$ cat src/design/bacth_pkg.sv
`timescale 1ns / 1ps
// shared types and constants for the box average color threshold core
// no dependencies

package bacth_pkg;

  localparam int BLOCK_W        = 4;
  localparam int BLOCK_H        = 4;
  localparam int MAX_RAW_WIDTH  = 2048;
  localparam int MAX_RAW_HEIGHT = 4096;
  localparam int AREA           = BLOCK_W * BLOCK_H;

  localparam int NCH       = 3;
  localparam int PIX_W     = 8;
  localparam int SUM_W     = 32;   // accumulators wrap at 32 bits, as stale sums may keep growing
  localparam int SUM_DEPTH = 512;
  localparam int SUM_AW    = $clog2(SUM_DEPTH);

  localparam int COL_W   = $clog2(MAX_RAW_WIDTH);
  localparam int ROW_W   = $clog2(MAX_RAW_HEIGHT);
  localparam int WIDTH_W = 12;
  localparam int CX_W    = (BLOCK_W > 1) ? $clog2(BLOCK_W) : 1;
  localparam int CY_W    = (BLOCK_H > 1) ? $clog2(BLOCK_H) : 1;

  localparam int BCOL_W = 9;
  localparam int BROW_W = 10;

  localparam int CFG_IW = 3;
  localparam int CFG_DW = 12;

  localparam logic [PIX_W-1:0] MASK_ON  = 8'd255;
  localparam logic [PIX_W-1:0] MASK_OFF = 8'd0;

  localparam logic [WIDTH_W-1:0] RAW_WIDTH_RESET = WIDTH_W'(MAX_RAW_WIDTH);

  typedef enum logic [CFG_IW-1:0] {
    REG_CH0_LOW   = 3'd0,
    REG_CH1_LOW   = 3'd1,
    REG_CH2_LOW   = 3'd2,
    REG_CH0_HIGH  = 3'd3,
    REG_CH1_HIGH  = 3'd4,
    REG_CH2_HIGH  = 3'd5,
    REG_RAW_WIDTH = 3'd6
  } cfg_reg_t;

  typedef logic [NCH-1:0][SUM_W-1:0] sums_t;
  typedef logic [NCH-1:0][PIX_W-1:0] pix_t;

  // what the position tracker tells the datapath about one pixel
  typedef struct packed {
    logic              work;   // pixel belongs to a whole block that is kept
    logic              first;  // top-left corner of its block
    logic              last;   // bottom-right corner of its block
    logic [SUM_AW-1:0] addr;   // block column, accumulator address
    logic [BROW_W-1:0] brow;   // block row, saturated
  } pos_t;

endpackage

$ cat src/design/bacth_pos.sv
`timescale 1ns / 1ps
// raster position tracker: pixel and block counters, frame overrun handling
// depends on bacth_pkg

module bacth_pos import bacth_pkg::*; (
  input  logic               clk,
  input  logic               rst,
  input  logic               accept,
  input  logic               frame_start,
  input  logic [WIDTH_W-1:0] width,
  output pos_t               pos
);

  localparam logic [ROW_W-1:0] BROW_MAX = ROW_W'((1 << BROW_W) - 1);

  logic [COL_W-1:0] col, col_next;
  logic [CX_W-1:0]  cx, cx_next;
  logic [COL_W-1:0] bx, bx_next;
  logic [ROW_W-1:0] row, row_next;
  logic [CY_W-1:0]  cy, cy_next;
  logic [ROW_W-1:0] by, by_next;
  logic             frame_over, frame_over_next;

  logic [COL_W-1:0]   cur_col, cur_bx, blk_start;
  logic [CX_W-1:0]    cur_cx;
  logic [ROW_W-1:0]   cur_row, cur_by;
  logic [CY_W-1:0]    cur_cy;
  logic               cur_over;
  logic               whole_block, row_end, frame_end;

  always_comb begin
    cur_col  = frame_start ? '0 : col;
    cur_cx   = frame_start ? '0 : cx;
    cur_bx   = frame_start ? '0 : bx;
    cur_row  = frame_start ? '0 : row;
    cur_cy   = frame_start ? '0 : cy;
    cur_by   = frame_start ? '0 : by;
    cur_over = frame_start ? 1'b0 : frame_over;

    // block fits in the row when its start plus BLOCK_W does not pass the width
    blk_start   = cur_col - COL_W'(cur_cx);
    whole_block = ((WIDTH_W+1)'(blk_start) + (WIDTH_W+1)'(BLOCK_W)) <= (WIDTH_W+1)'(width);

    pos.work  = !cur_over && whole_block && ((COL_W+1)'(cur_bx) < (COL_W+1)'(SUM_DEPTH));
    pos.first = (cur_cx == '0) && (cur_cy == '0);
    pos.last  = (cur_cx == CX_W'(BLOCK_W - 1)) && (cur_cy == CY_W'(BLOCK_H - 1));
    pos.addr  = cur_bx[SUM_AW-1:0];
    pos.brow  = (cur_by > BROW_MAX) ? BROW_MAX[BROW_W-1:0] : cur_by[BROW_W-1:0];

    row_end   = ((WIDTH_W+1)'(cur_col) + 1'b1) >= (WIDTH_W+1)'(width);
    frame_end = ((ROW_W+1)'(cur_row) + 1'b1) >= (ROW_W+1)'(MAX_RAW_HEIGHT);

    col_next        = cur_col;
    cx_next         = cur_cx;
    bx_next         = cur_bx;
    row_next        = cur_row;
    cy_next         = cur_cy;
    by_next         = cur_by;
    frame_over_next = cur_over;

    if (!cur_over) begin
      if (row_end) begin
        col_next = '0;
        cx_next  = '0;
        bx_next  = '0;
        if (frame_end) begin
          row_next        = '0;
          cy_next         = '0;
          by_next         = '0;
          frame_over_next = 1'b1;
        end else begin
          row_next = cur_row + 1'b1;
          if (cur_cy == CY_W'(BLOCK_H - 1)) begin
            cy_next = '0;
            by_next = cur_by + 1'b1;
          end else begin
            cy_next = cur_cy + 1'b1;
          end
        end
      end else begin
        col_next = cur_col + 1'b1;
        if (cur_cx == CX_W'(BLOCK_W - 1)) begin
          cx_next = '0;
          bx_next = cur_bx + 1'b1;
        end else begin
          cx_next = cur_cx + 1'b1;
        end
      end
    end
  end

  always_ff @(posedge clk) begin
    if (rst) begin
      col        <= '0;
      cx         <= '0;
      bx         <= '0;
      row        <= '0;
      cy         <= '0;
      by         <= '0;
      frame_over <= 1'b0;
    end else if (accept) begin
      col        <= col_next;
      cx         <= cx_next;
      bx         <= bx_next;
      row        <= row_next;
      cy         <= cy_next;
      by         <= by_next;
      frame_over <= frame_over_next;
    end
  end

endmodule

$ cat config.mk
export PLATFORM = sky130hd
export DESIGN_NAME = bacth_pos
export DESIGN_NICKNAME = d
export VERILOG_FILES = /design/src/design/bacth_pkg.sv /design/src/design/bacth_pos.sv
export SDC_FILE = /design/constraint.sdc
export NUM_CORES = 1
export LEC_CHECK = 0
export ABC_AREA = 1
export BUFFER_PORTS_ARGS = -buffer_cell sky130_fd_sc_hd__buf_2
export CAP_MARGIN = 20
export CORE_MARGIN = 4
export CORE_UTILIZATION = 39
export CTS_CLUSTER_SIZE = 10
export DETAILED_ROUTE_END_ITERATION = 6
export GPL_TIMING_DRIVEN = 0
export MAX_ROUTING_LAYER = met4
export SYNTH_ARGS = -nofsm -noshare
export SYNTH_HDL_FRONTEND = slang
export SYNTH_SLANG_ARGS = --single-unit
export TNS_END_PERCENT = 30
$ cat constraint.sdc
create_clock -name clk -period 4.9 [get_ports clk]
set_input_delay 0.735 -clock clk [delete_from_list [all_inputs] [get_ports clk]]
set_output_delay 0.735 -clock clk [all_outputs]
set_load 0.01 [all_outputs]
Word-level counts from Yosys, hierarchy flattened:

Index checks and enable logic that the tools add are counted.

* word-level logic and storage cells: 61
* bits in registers: 51
* latch bits: 0
* memory bits (writable): 0
* memories kept: 0
* output and inout bits: 22
* memory bits (read-only): 0
* input port bits: 16

* multiplexer cells: 30
* equal/unequal tests: 2
* multiply operators: 0
* order comparisons: 5
* divide/modulo/power cells: 0
* add/subtract/negate cells: 10
* reduce and logical (&&, ||, !) cells: 7
* bitwise gates (word level): 0
* shifts and indexed selects: 0

Operators with widths (count)
* 12-bit 2-to-1 mux: 9
* 11-bit 2-to-1 mux: 7
* 12-bit by 1-bit adder with 12-bit output (second input constant): 2
* 11-bit by 1-bit adder with 11-bit output (second input constant): 2
* 2-bit 2-to-1 mux: 9
* 12-bit by 1-bit adder with 13-bit output (second input constant): 1
* 13-bit greater-or-equal comparator (second input constant): 1
* 11-bit by 1-bit adder with 12-bit output (second input constant): 1
* 11-bit by 3-bit adder with 12-bit output (second input constant): 1
* 12-bit greater-or-equal comparator: 1
* 12-bit by 10-bit greater-than comparator with 1-bit output (second input constant): 1
* 12-bit <= comparator: 1
* 11-bit by 10-bit < comparator with 1-bit output (second input constant): 1
* 11-bit by 2-bit subtractor with 11-bit output: 1
* 10-bit 2-to-1 mux: 1
* 2-bit by 1-bit adder with 2-bit output (second input constant): 2
* 2-bit equality test (second input constant): 2
* 1-bit logical AND: 4
* 2-bit logical NOT: 2
* 1-bit 2-to-1 mux: 4
* 1-bit logical NOT: 1

Longest topological paths before layout:

* word-level depth: 6
* gate-level depth with buffers: 29
* gate-level depth less buffers: 26

Worst setup path before layout:

OpenSTA, ideal clock, no wires.

* path kind: input to output
* from: in frame_start
* to: out pos[21] in the netlist's numbering
* data required time: 4165 ps
* buffers on the path: 3
* arrival time: 3591 ps
* stages: 24
* slack: 574 ps
* cell sequence: buf_6 -> inv_12 -> buf_12 -> buf_8 -> nand2_1 -> inv_1 -> ha_1 -> inv_1 -> ha_1 -> inv_1 -> nand2_2 -> xor2_2 -> ha_1 -> nand3_1 -> nor2_2 -> xor2_1 -> inv_1 -> ha_1 -> inv_1 -> nor3_1 -> nand2_1 -> nor3_1 -> nor2_1 -> nor2_1

RTL lines
* start: declaration: line bacth_pos.sv:9 `input logic frame_start,`
* end: declaration: line bacth_pos.sv:11 `output pos_t pos`

==> flow_summary.yaml <==
status:
  outcome: "finished clean"
timing:
  fmax_mhz: 216
  slew-limit-headroom: 0.632
  worst_margin_slew_ns: 0.553
  setup_viol_count_final: 0
  rsz0062_at_grt: "no"
  total_count_of_hold_check_failures_in_the_final_report: 0
  clock-skew-final_ns: 0.00880
  finalMaxSlewViolations: 0
  finalCriticalPeriod_ns: 4.62
  final.period_utilization: 0.943
grt:
  grt_pass1_wl_um: 23200
  grt_antenna_before_repair: 0
  aggregate_global_routing_overflow: 0
  largest_net_degree_at_the_start_of_global_routing: 16
  grt_util_all_layers: 0.200
  grt_pass1_vias: 4729
finish:
  final_cell_count_no_fill: 1026
  design_area_um2: 5590
  drive_above_1_share: 0.152
  layout.nets: 904
  area.growth.synth_to_final_pct: 12.1
  antennaDiodeCount: 0
clocking:
  bufs_on_longest_clock_path: 2
  clk_transition_reported_paths_ns: 0.07
  cts_made_buffers: 5
  hold_buffers: 0
  cts.root.buffer_cell: "clkbuf_16"
  clock_sinks: 51
  worstSkewPairLatency_ns: 0.29
  cts_tree: "built"
  h-tree-depth: 2
power_and_ir_drop:
  vdd.ir_drop.worst_uv: 156
  power_density_nw_per_um2: 207
  total_leakage_power_nw: 2.72
yosys:
  post-synth-top-area-fraction: 0.205
  syn-num-nets: 863
  register_area_share_after_synthesis: 0.205
  post-synth-top-area-cell: "dfxtp_1"
  syn_area_um2: 4980
  yosysUniqueCellTypes: 41
  synthesis.yosys.warnings: 0
  yosys-top-cells-area: "dfxtp_1, nand2_1, inv_1"
  synth_area_per_inst_um2: 6.14
  ys_seq_elements: 51
  syn-instance-count: 812
placement:
  routabilityCongestion: 0.846
  dp_cells: 1018
  placement.cell_area_um2: 5370
  numPortBuffers: 34
  place_hpwl_um: 10900
critical_path:
  worst-path-max-fanout: 14
  cp_slowest_cell: "a211oi_2"
  worstPathCellList: "buf_8, clkinv_16, nand2_1, inv_2, ha_1, inv_1, ha_1, inv_1, nand2_2, xor2_2, ha_2, nand3_1, nor2_4, nand4_1, nand2_1, nand2_1, ha_1, nand2_1, o21ai_0, a211oi_2, nor2_1, nor2_1, buf_2"
  critical_path_required_ns: 4.16
  critPathArrivalTime_ns: 3.89
  cpMostUsedCell: "nand2_1"
  worstSetupStartpointType: "primary input"
  critical-path-max-stage-delay_ns: 0.32
  path_class: "in2out"
  timing.critical_path.to_type: "output pin"
route:
  number_of_vias_per_cell_after_detailed_routing: 4.97
  via_count: 5100
  postRouteAntennaNets: 0
  wire_per_inst_um: 13.7
  drt-pass1-iter-count: 6
  drt_wl_total_um: 14100
  drt_first_iter_violations: 333
  route.detailed.drc: 0
floorplanning:
  floorplan.die.width_um: 121
  die-height_um: 121
  num_rows: 41
  die_area_um2: 14600
  core_region_area_um2: 12600
  initial_utilization: 0.396
  top_level_ports: 38
flow_run:
  timing.max_cap.violations: 0
worst_hold_path:
  hold_path_class: "reg2reg"
## worst max-delay path: cells and delay by family
kind | cells | cell delay, ns
buffers and inverters | 6 | 0.59
AOI/OAI and AO/OA | 2 | 0.49
and+or+nand+nor | 10 | 1.07
adders and majority gates | 4 | 0.80
xor gates and xnor gates | 1 | 0.17
## repair_timing
action,in CTS,in global routing
setup endpoints to repair,1,1
pin swaps,3,2
buffers inserted,1,0
cloned,0,1
resized for setup,4,7
## flip-flops by register name, summed over array words and instances (netlist names)
name and flops:
cy 2, row 12, col 11, frame_over 1, bx 11, by 12
cx 2
## layout by cell type (no fill, tap or decap), drive strengths merged, types with 13 or more instances in the layout
master and instances:
nand2 226, inv 129, nor2 89, nand3 73, a21oi 61, dfxtp 51
buf 48, o21ai 43, ha 35, nand4 26, clkbuf 19, nor3 13
## final timing paths
check        slack [ns]  cells after the start         from  endpoint
max reg2reg        1.68                     19       col[1]    col[9]
min reg2reg        0.47                      2       by[10]    by[10]
min                0.47                      2       by[10]    by[10]
max                0.28                     23  frame_start   pos[21]
## metal layers
layer / global-route usage / wire length [um]
met1: 0.281 / 6960
met2: 0.311 / 6260
met3: 0.0256 / 681
met4: 0.0382 / 180
met5: - / 0
## cell usage after synthesis, drive strengths merged
library cell / n
clkinv: 1
nor3: 13
xnor2: 4
buf: 15
nor2: 89
nand3: 73
and2: 3
a31oi: 11
nand2: 226
o211ai: 3
or2: 1
a211oi: 2
nor4: 1
nand4: 26
o31ai: 1
ha: 35
xor2: 11
a21oi: 61
dfxtp: 51
clkbuf: 13
inv: 129
o21ai: 43
## layout make-up
class	count	area, um^2
Inverter	130	514
Fill cell	1390	6980
Buffer	26	145
Clock buffer	6	129
Timing Repair Buffer	35	178
Clock inverter	2	60.1
Timing Repair inverter	1	11.3
Tap cell	172	215
Multi-Input combinational cell	603	3310
Sequential cell	51	1020
## cell families (layout without fill, tap and decap cells)
family | after synthesis | after routing | synth area share
xor gates and xnor gates | 15 | 15 | 0.0279
adders and majority gates | 35 | 35 | 0.0879
DFF | 51 | 51 | 0.205
AOI/OAI and AO/OA | 121 | 121 | 0.132
buffers and inverters | 158 | 200 | 0.136
and+or+nand+nor | 432 | 432 | 0.411
## metrics by stage
step                      setup slack (ns)  hold WS, ns  total power (W)  setup TNS, ns  utilization
final                                0.277        0.466          0.00115              0        0.445
after global routing               0.00659        0.488          0.00122              0        0.445
after CTS                           0.0158        0.468          0.00116              0        0.444
after detailed placement            -0.148        0.456         0.000705         -0.148        0.427
after global placement              -0.146        0.453         0.000704         -0.146        0.427
after floorplan                      0.574        0.445         0.000636              0            -
## power by group
group | switching (W) | internal, W
sequential | 0.0000126 | 0.000429
combinational | 0.000173 | 0.0000864
clock | 0.000160 | 0.000293
(Power assumes the default switching activity.)
